==> src/rtl/psel_pkg.sv <==
// Shared types and constants for the PUCT child selector.
`default_nettype none
package psel_pkg;

  localparam int MOVE_W   = 13;
  localparam int PRIOR_W  = 16;
  localparam int VIS_W    = 24;
  localparam int TOT_W    = 42;
  localparam int INF_W    = 16;
  localparam int GAIN_W   = 16;
  localparam int SCORE_W  = 32;
  localparam int CNTO_W   = 9;
  localparam int CFG_IDX_W = 2;
  localparam int SQ_IN_W  = 56;
  localparam int SQ_OUT_W = 28;
  localparam int DVD_W    = 48;
  localparam int DVS_W    = 25;
  localparam int EXT_W    = 48;
  localparam int ACC_W    = 27;
  localparam int SUM_W    = 24;
  localparam int SQS_W    = 21;
  localparam int R_W      = 25;
  localparam int E_W      = 32;
  localparam int U_W      = 33;

  localparam logic [GAIN_W-1:0] EXPLORE_RST = 16'd6144;
  localparam logic [GAIN_W-1:0] FPU_RST     = 16'd1229;
  localparam logic signed [EXT_W-1:0] SENTINEL = -48'sd65536000000000;
  localparam logic [ACC_W-1:0] SUM_MAX = 27'h0FF_FFFF;

  typedef enum logic [CFG_IDX_W-1:0] {
    CFG_EXPLORE = 2'd0,
    CFG_FPU     = 2'd1
  } cfg_reg_t;

  typedef enum logic [1:0] {
    DIV_PQ = 2'd0,
    DIV_U  = 2'd1,
    DIV_Q  = 2'd2
  } div_sel_t;

  typedef struct packed {
    logic [MOVE_W-1:0]  move;
    logic [PRIOR_W-1:0] prior;
    logic [VIS_W-1:0]   visits;
    logic [TOT_W-1:0]   total;
    logic [INF_W-1:0]   inflight;
  } child_t;

  typedef struct packed {
    logic     load_hdr;
    logic     store_child;
    logic     clr_count;
    logic     idx_clr;
    logic     idx_inc;
    logic     sum_clr;
    logic     sum_acc;
    logic     sqrt_start;
    logic     sqrt_sel_n;
    logic     sq_s_ld;
    logic     sq_n_ld;
    logic     div_start;
    div_sel_t div_sel;
    logic     pq_ld;
    logic     gain_ld;
    logic     prod_ld;
    logic     u_ld;
    logic     q_ld;
    logic     best_clr;
    logic     cmp;
    logic     out_ld;
  } psel_cmd_t;

  typedef struct packed {
    logic sqrt_done;
    logic div_done;
    logic div_busy;
    logic idx_last;
    logic visited;
  } psel_sts_t;

endpackage
`default_nettype wire

==> src/rtl/psel_ctrl.sv <==
// Controller: request handshake, pass sequencing and result handshake.
`default_nettype none
module psel_ctrl (
  input  wire logic                clk,
  input  wire logic                rst_n,
  input  wire logic                in_valid,
  output logic                     in_ready,
  input  wire logic                in_cmd,
  input  wire logic                in_last,
  output logic                     out_valid,
  input  wire logic                out_ready,
  output psel_pkg::psel_cmd_t      cmd,
  input  wire psel_pkg::psel_sts_t sts
);
  typedef enum logic [13:0] {
    S_IDLE    = 14'b00000000000001,
    S_SUM_RD  = 14'b00000000000010,
    S_SUM_ACC = 14'b00000000000100,
    S_SQ_GO   = 14'b00000000001000,
    S_SQS     = 14'b00000000010000,
    S_SQN     = 14'b00000000100000,
    S_PQ      = 14'b00000001000000,
    S_CH_RD   = 14'b00000010000000,
    S_CH_MUL  = 14'b00000100000000,
    S_CH_DU   = 14'b00001000000000,
    S_CH_WU   = 14'b00010000000000,
    S_CH_WQ   = 14'b00100000000000,
    S_CH_CMP  = 14'b01000000000000,
    S_FIN     = 14'b10000000000000
  } state_t;

  state_t state_r, state_nxt;
  logic   out_valid_r, out_valid_nxt;

  always_comb begin
    state_nxt     = state_r;
    cmd           = '0;
    cmd.div_sel   = psel_pkg::DIV_PQ;
    in_ready      = 1'b0;
    out_valid_nxt = out_valid_r && !out_ready;
    unique case (state_r)
      S_IDLE: begin
        in_ready = 1'b1;
        if (in_valid) begin
          if (!in_cmd) begin
            cmd.load_hdr = 1'b1;
          end else begin
            cmd.store_child = 1'b1;
            if (in_last) begin
              cmd.idx_clr = 1'b1;
              cmd.sum_clr = 1'b1;
              state_nxt   = S_SUM_RD;
            end
          end
        end
      end
      S_SUM_RD: state_nxt = S_SUM_ACC;
      S_SUM_ACC: begin
        cmd.sum_acc = 1'b1;
        if (sts.idx_last) begin
          cmd.idx_clr = 1'b1;
          state_nxt   = S_SQ_GO;
        end else begin
          cmd.idx_inc = 1'b1;
          state_nxt   = S_SUM_RD;
        end
      end
      S_SQ_GO: begin
        cmd.sqrt_start = 1'b1;
        state_nxt      = S_SQS;
      end
      S_SQS: begin
        if (sts.sqrt_done) begin
          cmd.sq_s_ld    = 1'b1;
          cmd.sqrt_start = 1'b1;
          cmd.sqrt_sel_n = 1'b1;
          state_nxt      = S_SQN;
        end
      end
      S_SQN: begin
        if (sts.sqrt_done) begin
          cmd.sq_n_ld   = 1'b1;
          cmd.div_start = 1'b1;
          state_nxt     = S_PQ;
        end
      end
      S_PQ: begin
        if (sts.div_done) begin
          cmd.pq_ld    = 1'b1;
          cmd.gain_ld  = 1'b1;
          cmd.best_clr = 1'b1;
          state_nxt    = S_CH_RD;
        end
      end
      S_CH_RD: state_nxt = S_CH_MUL;
      S_CH_MUL: begin
        cmd.prod_ld = 1'b1;
        state_nxt   = S_CH_DU;
      end
      S_CH_DU: begin
        cmd.div_start = 1'b1;
        cmd.div_sel   = psel_pkg::DIV_U;
        state_nxt     = S_CH_WU;
      end
      S_CH_WU: begin
        if (sts.div_done) begin
          cmd.u_ld = 1'b1;
          if (sts.visited) begin
            cmd.div_start = 1'b1;
            cmd.div_sel   = psel_pkg::DIV_Q;
            state_nxt     = S_CH_WQ;
          end else begin
            state_nxt = S_CH_CMP;
          end
        end
      end
      S_CH_WQ: begin
        if (sts.div_done) begin
          cmd.q_ld  = 1'b1;
          state_nxt = S_CH_CMP;
        end
      end
      S_CH_CMP: begin
        cmd.cmp = 1'b1;
        if (sts.idx_last) begin
          state_nxt = S_FIN;
        end else begin
          cmd.idx_inc = 1'b1;
          state_nxt   = S_CH_RD;
        end
      end
      S_FIN: begin
        if (!out_valid_r || out_ready) begin
          cmd.out_ld    = 1'b1;
          cmd.clr_count = 1'b1;
          out_valid_nxt = 1'b1;
          state_nxt     = S_IDLE;
        end
      end
      default: state_nxt = S_IDLE;
    endcase
  end

  always_ff @(posedge clk) begin
    if (!rst_n) begin
      state_r     <= S_IDLE;
      out_valid_r <= 1'b0;
    end else begin
      state_r     <= state_nxt;
      out_valid_r <= out_valid_nxt;
    end
  end

  assign out_valid = out_valid_r;
endmodule
`default_nettype wire

==> config.mk <==
export PLATFORM = sky130hd
export DESIGN_NAME = psel_ctrl
export DESIGN_NICKNAME = d
export VERILOG_FILES = /design/src/rtl/psel_pkg.sv /design/src/rtl/psel_ctrl.sv
export SDC_FILE = /design/constraint.sdc
export NUM_CORES = 1
export LEC_CHECK = 0
export ABC_AREA = 1
export BUFFER_PORTS_ARGS = -buffer_cell sky130_fd_sc_hd__buf_2
export CAP_MARGIN = 10
export CORE_MARGIN = 5
export CORE_UTILIZATION = 25
export DETAILED_ROUTE_END_ITERATION = 12
export PLACE_DENSITY = 0.48
export SLEW_MARGIN = 20
export SYNTH_ARGS = -nofsm -noshare
export SYNTH_HDL_FRONTEND = slang
export SYNTH_SLANG_ARGS = --single-unit
==> constraint.sdc <==
create_clock -name clk -period 1.6 [get_ports clk]
set_input_delay 0.24 -clock clk [delete_from_list [all_inputs] [get_ports clk]]
set_output_delay 0.24 -clock clk [all_outputs]
set_load 0.02 [all_outputs]
# == Yosys cells after proc, flatten, opt, wreduce, memory -nomap -nowiden ==
# Index checks and enable logic that the tools add are counted.
# W data, S select, Z words.
# word_totals
ff_bits,15
input_bits,11
output_inout_bits,24
elab_cells,79
# classes
eq_ne,23
mux,48
n_reduce_logical,6
# ops
operator,n
$pmux W14 S14,1
$mux W14,10
$mux W1,22
$ne A2 B2 Y1 const B,9
$eq A14 B1 Y1 const B,1
$eq A14 B10 Y1 const B,1
$eq A14 B11 Y1 const B,1
$eq A14 B12 Y1 const B,1
$eq A14 B13 Y1 const B,1
$eq A14 B14 Y1 const B,1
$eq A14 B2 Y1 const B,1
$eq A14 B3 Y1 const B,1
$eq A14 B4 Y1 const B,1
$eq A14 B5 Y1 const B,1
$eq A14 B6 Y1 const B,1
$eq A14 B7 Y1 const B,1
$eq A14 B8 Y1 const B,1
$eq A14 B9 Y1 const B,1
$mux W13,1
$mux W2,6
$mux W3,3
$reduce_and A9 Y1,1
$mux W4,1
$pmux W1 S2,2
6 further kinds,7

# == Depth between registers and ports, before layout ==
# Gate-level depths: netlist of run 1.
# depth
depth_word,4
mapped_depth,12
mapped_depth_nobuf,11

# == Least setup slack after synthesis of run 1 ==
# No wires, ideal clock.
# synth_path
path_type,register -> output
startpoint,register state_r[10]
endpoint,output cmd[18] in the netlist's numbering
arrival_time_ps,1511
t_required_ps,1360
path_slack_ps,-151
stages_incl_launch_ff,8
n_path_buf,0
cell_sequence,dfxtp_1 nor2_1 nand2_2 nor2_8 nand2_1 nor2_2 inv_1 o22ai_1
# synth_rtl
item,line,rtl
from (decl),psel_ctrl.sv:32,"state_t state_r, state_nxt;"
from (signal assigned),psel_ctrl.sv:149,state_r <= state_nxt;
to (decl),psel_ctrl.sv:12,"output psel_pkg::psel_cmd_t cmd,"

==> run summary, run 1 <==
status: complete, but fails checks
violated checks: negative setup slack
Worst VDD drop: 0.8810 mV
CP max-delay cell: dfxtp_2
Vias: 1351
Final WS setup: -172.6 ps
Synth area leader: dfxtp_1
simple logic cell fraction of the synthesized area: 54.06%
Syn Area/Cell: 5.897 um2
CP max FO: 8
row cnt: 24
# placed instances: 289
Seq/Total Area, Yosys: 27.09%
Final Non-Filler Cells: 309
clock buffer depth: 2
hold_sp: sts[1]
Setup TNS Final: -2300 ps
largest net degree at the start of global routing: 14
number of flops mapped to enable cells by yosys: 0
synth warn: 0
Setup crit end kind: primary output
vias in the first global route: 1303
Slew @ Worst Pin: 361.2 ps
# DRC: 0
Worst Path Required: 1360 ps
vias per cell: 4.372
number of synthesized register bits: 15
TritonCTS clock tree: done
Clock Sinks: 15
final setup fails: 26
Root Buffer: clkbuf_8
Cell Area, Synth: 1109 um2
largest family of logic cells by synthesized area: simple AND/OR/NAND/NOR gates
DRT iter0 DRCs: 84
DR WL/cell: 11.79 um
hold depth: 3
final core occ: 48.32%
htree depth: 1
PD cells: 1620 nW/um2
GRT Overall Usage: 12.18%
Synthesized Nets: 199
CP Cell Sequence: nor2_4 -> inv_2 -> nor2_8 -> nand2_4 -> buf_4 -> o22ai_4 -> buf_6
Routed Antenna Nets: 0
Crit Path Class: flop to primary output
Synth Area in Adders: 0%
top-area cell type share of the netlist area: 27.09%
Layout Skew: 2.545 ps
CP startpoint kind: flop
top cells by area, synth: dfxtp_1 27%, nand2_1 15%, nor2_1 14%, inv_1 10%, nand3_1 7.7%
Leakage: 1.128 nW
antenna violations before repair: 0
main flop type after synthesis: dfxtp_1
Setup crit start: state_r[12]$_SDFFE_PN0P_
grt ovf: 0
flop2flop setup slack: -20 ps
dpl hpwl: 2521 um
top-count cell post-synth: nand2_1
Post-synth top cells: 43 x nand2_1, 41 x nor2_1, 30 x inv_1, 17 x nand3_1, 15 x dfxtp_1
min cycle time layout: 1773 ps
Core Area: 4324 um2
final count of pins violating max slew: 0
RSZ-0062 raised after global routing: yes
DR pass1 iterations: 4
P&R area growth vs syn: 88.49%
Synth Area in Compound Gates: 2.935%
Max Cap Violations: 0
cts bufs inserted: 3
Top-Level Pins: 35
Die Y: 76.59 um
Arr. time, crit path: 1530 ps
GP Congestion: 0.7541
Skew-Pair Late Insertion Delay: 260 ps
Slew HR: 75.83%
number of buffers added on ports: 33
synth unique cells: 22
Crit Reg-Reg Endpoint: state_r[6]$_SDFFE_PN0P_
WL final: 3642 um
asr flop ratio synth: 0%
mux share of post-synthesis cell area: 0%
Power Total: 3.385 mW
Synth Area in XOR/XNOR: 0%
Starting Density: 25.64%
nets: 269
final period utilization: 110.8%
worst hold path type: input port to flop
R2R cell count: 11
first-pass GRT wire length: 5906 um
share of cells above drive strength 1: 61.09%
Chip Width: 76.59 um
Crit path largest cell delay: 340 ps
WHS Endpoint: state_r[13]$_SDFFE_PN0P_
Post-Synthesis Cells: 188
final antenna diode count: 0
clk slew on worst S/H paths: 60 ps
reg2reg start: state_r[12]$_SDFFE_PN0P_
fillers: 441
fmax: 564.2 MHz
die area: 5866 um2
final hold vios: 0
## how the worst max path moves through the flow
stage	end	cells after the start
after floorplan	cmd[18]	7
after global placement	cmd[18]	8
after detailed placement	cmd[18]	8
after CTS	cmd[18]	8
after global routing	cmd[20]	7
final	cmd[14]	7
## stage by stage
stage          cell area, um2  worst slack [ps]  hold slack [ps]
6_report                 2090            -172.6            259.7
5_1_grt                  2090            -272.8            288.8
4_1_cts                  1848            -190.6            251.6
3_5_place_dp             1483            -124.6            519.8
3_3_place_gp             1483            -93.69            519.1
2_1_floorplan            1132            -27.15            360.4
## cell usage in the layout, fill, tap and decap left out, drive strengths merged
| cell | instances |
|---|---|
| nor3 | 2 |
| nand3 | 19 |
| dfxtp | 15 |
| nand3b | 3 |
| inv | 35 |
| a21oi | 3 |
| nand4 | 2 |
| o21ai | 1 |
| nor2 | 50 |
| buf | 70 |
| o22ai | 2 |
| or2 | 2 |
| nand2 | 48 |
| nor3b | 1 |
| clkbuf | 4 |
## cell type report
class / count / area [um2] / share of cell area (%)
Clock buffer: 4 / 45.04 / 2.156
Inverter: 35 / 138.9 / 6.647
Multi-Input combinational cell: 133 / 945.9 / 45.27
Sequential cell: 15 / 312.8 / 14.97
Tap cell: 52 / 65.06 / 3.114
Timing Repair Buffer: 70 / 581.8 / 27.84
## per-layer routing
metal / vias to the layer above / GRT usage [%] / part of all wire (%)
met5: - / 0 / 0
met3: 5 / 2.009 / 4.6
met1: 606 / 15.63 / 45
li1: 703 / - / -
met2: 37 / 20.21 / 48
met4: 0 / 4.720 / 1.7
## what timing repair did
| item | in CTS | in global routing |
|---|---|---|
| gates cloned | 0 | 1 |
| pin swaps | 19 | 16 |
| hold buffers | 0 | 0 |
| buffers inserted | 8 | 9 |
| endpoints found under the setup margin | 36 | 36 |
| gates resized for setup | 83 | 50 |
## flip-flops by register name (all words and copies together), names as in the netlist
name	cells
out_valid	1
state_r	14
## cells by family after synthesis
kind of cell / count (synthesis)
and+or+nand+nor: 126
buffers and inverters: 41
DFF: 15
AOI/OAI and AO/OA: 6
## worst max-delay path: cells and delay by family (launching register included)
family / cells / cell delay, ps
buffers and inverters: 3 / 370
and+or+nand+nor: 3 / 430
DFF: 1 / 340
AOI/OAI and AO/OA: 1 / 140
## where the power goes
| group | total [mW] | switching [mW] | internal (mW) |
|---|---|---|---|
| Combinational | 2.52 | 1.53 | 0.990 |
| Clock | 0.325 | 0.148 | 0.177 |
| Sequential | 0.543 | 0.0739 | 0.469 |
| Total | 3.39 | 1.75 | 1.64 |
Power figures use the tool's default switching activity.
==> run 2: changes to the inputs <==
--- a/config.mk
+++ b/config.mk
@@ -9,9 +9,9 @@
 export BUFFER_PORTS_ARGS = -buffer_cell sky130_fd_sc_hd__buf_2
 export CAP_MARGIN = 10
 export CORE_MARGIN = 5
-export CORE_UTILIZATION = 25
+export CORE_UTILIZATION = 35
 export DETAILED_ROUTE_END_ITERATION = 12
-export PLACE_DENSITY = 0.48
+export PLACE_DENSITY = 0.61
 export SLEW_MARGIN = 20
 export SYNTH_ARGS = -nofsm -noshare
 export SYNTH_HDL_FRONTEND = slang
==> run summary, run 2 (same netlist as run 1, synthesis figures left out) <==
status: complete, but fails checks
violated checks: negative setup slack
CP max FO: 7
die area: 4393 um2
# DRC: 0
P&R area growth vs syn: 92.66%
Starting Density: 36.31%
Top reg by flops: state_r
final setup fails: 34
hold_sp: sts[1]
CP startpoint kind: flop
clock buffer depth: 2
DRT iter0 DRCs: 65
Final WS setup: -239.0 ps
Crit Reg-Reg Endpoint: state_r[5]$_SDFFE_PN0P_
vias in the first global route: 1384
final count of pins violating max slew: 0
nets: 278
Leakage: 1.174 nW
Crit path largest cell delay: 330 ps
hold depth: 3
GRT Max-Usage Layer: met2
Root Buffer: clkbuf_4
Routed Antenna Nets: 0
htree depth: 1
GRT met3 Usage: 2.381%
share of cells above drive strength 1: 60.53%
final period utilization: 114.9%
GRT Overall Usage: 17.13%
R2R cell count: 11
most frequent cells in the layout: 43 x buf_4, 31 x nand2_1, 26 x buf_6
cts bufs inserted: 3
row cnt: 20
Chip Width: 66.28 um
Slew @ Worst Pin: 370.3 ps
TritonCTS clock tree: done
DR WL/cell: 13.01 um
Worst Path Required: 1360 ps
RSZ-0062 raised after global routing: yes
max FFs per register: 14
first-pass GRT wire length: 5837 um
Placement Setup Slack: -139.1 ps
CP Cell Sequence: nor2_2 -> nand2_2 -> nor2_8 -> nand2_1 -> inv_2 -> nand2_1 -> nand2_2 -> buf_6
Arr. time, crit path: 1600 ps
Max Cap Violations: 0
fillers: 233
# hold bufs at CTS: 0
Top-Level Pins: 35
Slew HR: 75.31%
Power Total: 3.801 mW
number of buffers added on ports: 33
worst hold path type: input port to flop
GP Congestion: 0.8217
Hold Worst Slack: 226.3 ps
antenna violations before repair: 0
met2 usage: 29.99%
Vias: 1484
dpl hpwl: 2349 um
crit path buf inv count: 2
Clock Sinks: 15
Die Y: 66.28 um
reg2reg start: state_r[0]$_SDFFE_PN1P_
most common cell after layout, fill and taps aside: buf_4
clk slew on worst S/H paths: 100 ps
vias per cell: 4.787
Layout Skew: 2.438 ps
DR pass1 iterations: 4
fmax: 543.8 MHz
CP max-delay cell: dfxtp_1
final core occ: 69.96%
flop2flop setup slack: -140 ps
Setup crit end kind: primary output
footprint of the multi-input gates: 918.4 um2
Crit Path Class: flop to primary output
routing usage on met1: 20.06%
largest net degree at the start of global routing: 14
Setup TNS Final: -5276 ps
Skew-Pair Late Insertion Delay: 290 ps
WL final: 4033 um
critical path's top delay family: simple AND/OR/NAND/NOR gates
final antenna diode count: 0
Worst VDD drop: 1.084 mV
PD cells: 1780 nW/um2
FF/Latch Area: 312.8 um2
min cycle time layout: 1839 ps
WHS Endpoint: state_r[13]$_SDFFE_PN0P_
grt ovf: 0
final hold vios: 0
Core Area: 3053 um2
## run 2: cell count changes in the layout (fill, tap and decap cells not counted), sizes merged
cell and change:
buf +10, clkbuf -1, clkinv +1, nor2 -1
## run 2: timing repair
| action | 4_1_cts | 5_1_grt |
|---|---|---|
| setup buffers | 17 | 12 |
| endpoints found under the setup margin | 36 | 36 |
| gates resized for setup | 82 | 49 |
| pin swaps | 12 | 15 |
## run 2: worst register-to-register path, stage by stage (launching register included)
cell	delay [ps]
dfxtp_1	330
nor2_2	150
nand2_2	150
nor2_8	200
nand3_1	170
nand2_1	140
inv_2	60
nand2_1	100
nor2_4	60
buf_4	140
nor2_1	90
nor2_1	60
## run 2: worst max path at each step
| stage | from | endpoint | slack, ps | cells after the start |
|---|---|---|---|---|
| 2_1_floorplan | state_r[10]$_SDFFE_PN0P_ | cmd[18] | -30 | 7 |
| 3_3_place_gp | state_r[13]$_SDFFE_PN0P_ | state_r[12]$_SDFFE_PN0P_ | -110 | 11 |
| 3_5_place_dp | state_r[13]$_SDFFE_PN0P_ | state_r[9]$_SDFFE_PN0P_ | -140 | 11 |
| 4_1_cts | state_r[11]$_SDFFE_PN0P_ | cmd[18] | -220 | 8 |
| 5_1_grt | state_r[0]$_SDFFE_PN1P_ | cmd[17] | -350 | 8 |
| 6_report | state_r[0]$_SDFFE_PN1P_ | cmd[17] | -240 | 8 |
## run 2: layout make-up
cell class,count,share of cell area (%)
flip-flops and latches,15,14.65
clock buffers,3,1.054
inverters,35,6.385
multi-input cells,132,43.00
well taps,44,2.578
clock inverters,1,0.2343
repair buffers,80,32.10
## run 2: per-layer routing
metal | wire, um | vias up
met5 | 0 | -
met4 | 230 | 0
met3 | 211 | 21
met2 | 1932 | 63
met1 | 1659 | 678
li1 | - | 722
## run 2: power by group
part           internal [mW]  switching [mW]
sequential             0.468          0.0698
combinational           1.39            1.65
clock                 0.0929           0.135
## run 2: through the flow
step / area, um2 / cells
after floorplan: 1132 / 188
after global placement: 1458 / 279
after detailed placement: 1458 / 279
after CTS: 1871 / 300
after global routing: 2136 / 310
final: 2136 / 310
==> run 3: changes to the inputs <==
--- a/config.mk
+++ b/config.mk
@@ -8,7 +8,7 @@
 export ABC_AREA = 1
 export BUFFER_PORTS_ARGS = -buffer_cell sky130_fd_sc_hd__buf_2
 export CAP_MARGIN = 10
-export CORE_MARGIN = 5
+export CORE_MARGIN = 3
 export CORE_UTILIZATION = 35
 export DETAILED_ROUTE_END_ITERATION = 12
 export PLACE_DENSITY = 0.61
==> run summary, run 3 (same netlist as run 1, synthesis figures left out) <==
status: complete, but fails checks
violated checks: negative setup slack
grt ovf: 0
Worst VDD drop: 1.281 mV
P&R area growth vs syn: 90.52%
Placement Setup Slack: -141.7 ps
htree depth: 1
Worst Path Required: 1360 ps
final setup fails: 36
most frequent cells in the layout: 40 x buf_4, 30 x nand2_1, 27 x buf_6
most common cell after layout, fill and taps aside: buf_4
Flop pwr share: 15.1%
# placed instances: 277
Setup crit end kind: primary output
Routed Antenna Nets: 0
CP max-delay cell: dfxtp_2
max FFs per register: 14
Starting Density: 38.54%
Leakage: 1.170 nW
critical path's top delay family: simple AND/OR/NAND/NOR gates
Psw: 1.794 mW
Clock Sinks: 15
Vias: 1494
Chip Width: 62.28 um
nets: 277
fillers: 219
number of buffers added on ports: 33
# DRC: 0
row cnt: 19
cts bufs inserted: 3
GP Congestion: 0.8070
FF/Latch Area: 311.5 um2
crit path buf inv count: 3
share of cells above drive strength 1: 59.25%
die area: 3879 um2
final count of pins violating max slew: 0
antenna violations before repair: 0
Setup TNS Final: -8711 ps
first-pass GRT wire length: 5830 um
Crit Path Class: flop to primary output
Skew-Pair Late Insertion Delay: 310 ps
worst hold path type: input port to flop
Crit path largest cell delay: 370 ps
CP startpoint kind: flop
final period utilization: 122.0%
Layout Skew: 9.081 ps
Final Non-Filler Cells: 307
vias per cell: 4.866
Slew HR: 78.14%
Core Area: 2877 um2
DRT iter0 DRCs: 60
Power Total: 3.517 mW
largest net degree at the start of global routing: 14
CP Cell Sequence: nor2_4 -> inv_2 -> nor2_8 -> nand2_4 -> nor2_4 -> inv_2 -> o22ai_2 -> buf_6
internal power: 1.723 mW
Clk network pwr share: 7.1%
Arr. time, crit path: 1710 ps
DR pass1 iterations: 4
Final WS setup: -352.4 ps
Max Cap Violations: 0
Top reg by flops: state_r
# hold bufs at CTS: 0
clock buffer depth: 2
Comb pwr share: 77.8%
DR WL/cell: 13.71 um
final antenna diode count: 0
clk slew on worst S/H paths: 110 ps
final hold vios: 0
flop2flop setup slack: -290 ps
min cycle time layout: 1952 ps
Die Y: 62.28 um
footprint of the multi-input gates: 909.6 um2
Top-Level Pins: 35
CP max FO: 8
GRT Overall Usage: 18.44%
Slew @ Worst Pin: 327.6 ps
WL final: 4209 um
Switching Fraction: 51.02%
PD cells: 1665 nW/um2
fmax: 512.2 MHz
RSZ-0062 raised after global routing: yes
dpl hpwl: 2306 um
vias in the first global route: 1353
TritonCTS clock tree: done
Root Buffer: clkbuf_4
run 3: cell types whose count changed in the layout (fill, tap and decap cells not counted), sizes merged:
cell and delta:
buf -1
run 3: final cells by class:
cell class,count,area share [%]
multi-input cells,132,43.07
repair buffers,79,32.17
flip-flops and latches,15,14.75
inverters,35,6.220
well taps,42,2.488
clock buffers,3,1.066
clock inverters,1,0.2370
run 3: routing by layer:
metal | global-route usage, % | routed length [um]
met2 | 30.78 | 2124
met1 | 22.34 | 1635
met5 | 0 | 0
met4 | 8.540 | 183
met3 | 4.324 | 265
run 3: per-stage QoR:
stage / hold slack [ps] / area (um2) / utilization, %
after floorplan: 360.4 / 1132 / -
after detailed placement: 509.4 / 1455 / 50.59
after global placement: 505.6 / 1455 / 50.59
after global routing: 185.6 / 2112 / 73.42
after CTS: 188.8 / 1877 / 65.25
final: 188.1 / 2112 / 73.42
run 3: repair_timing:
item	in CTS	in global routing
pin swaps	19	13
gates resized for setup	87	39
endpoints found under the setup margin	36	36
buffers inserted	15	13
run 3: worst register-to-register path: cells and delay by family, from the launching register on:
kind / cells / cell delay [ps]
buffers and inverters: 4 / 500
and+or+nand+nor: 9 / 930
DFF: 1 / 370
run 3: power by group through the flow:
stage          Combinational (mW)  Sequential [mW]  Clock [mW]
6_report                     2.74            0.532       0.249
5_1_grt                      2.96            0.539       0.265
4_1_cts                      2.21            0.529       0.238
3_5_place_dp                 1.70            0.509           0
3_3_place_gp                 1.68            0.507           0
2_1_floorplan                1.25            0.517           0
run 3: worst paths after layout:
kind / cells after the start / end / startpoint
max: 8 / cmd[18] / state_r[13]$_SDFFE_PN0P_
min: 3 / state_r[13]$_SDFFE_PN0P_ / sts[1]
max reg2reg: 13 / state_r[5]$_SDFFE_PN0P_ / state_r[13]$_SDFFE_PN0P_
min reg2reg: 4 / state_r[4]$_SDFFE_PN0P_ / state_r[4]$_SDFFE_PN0P_
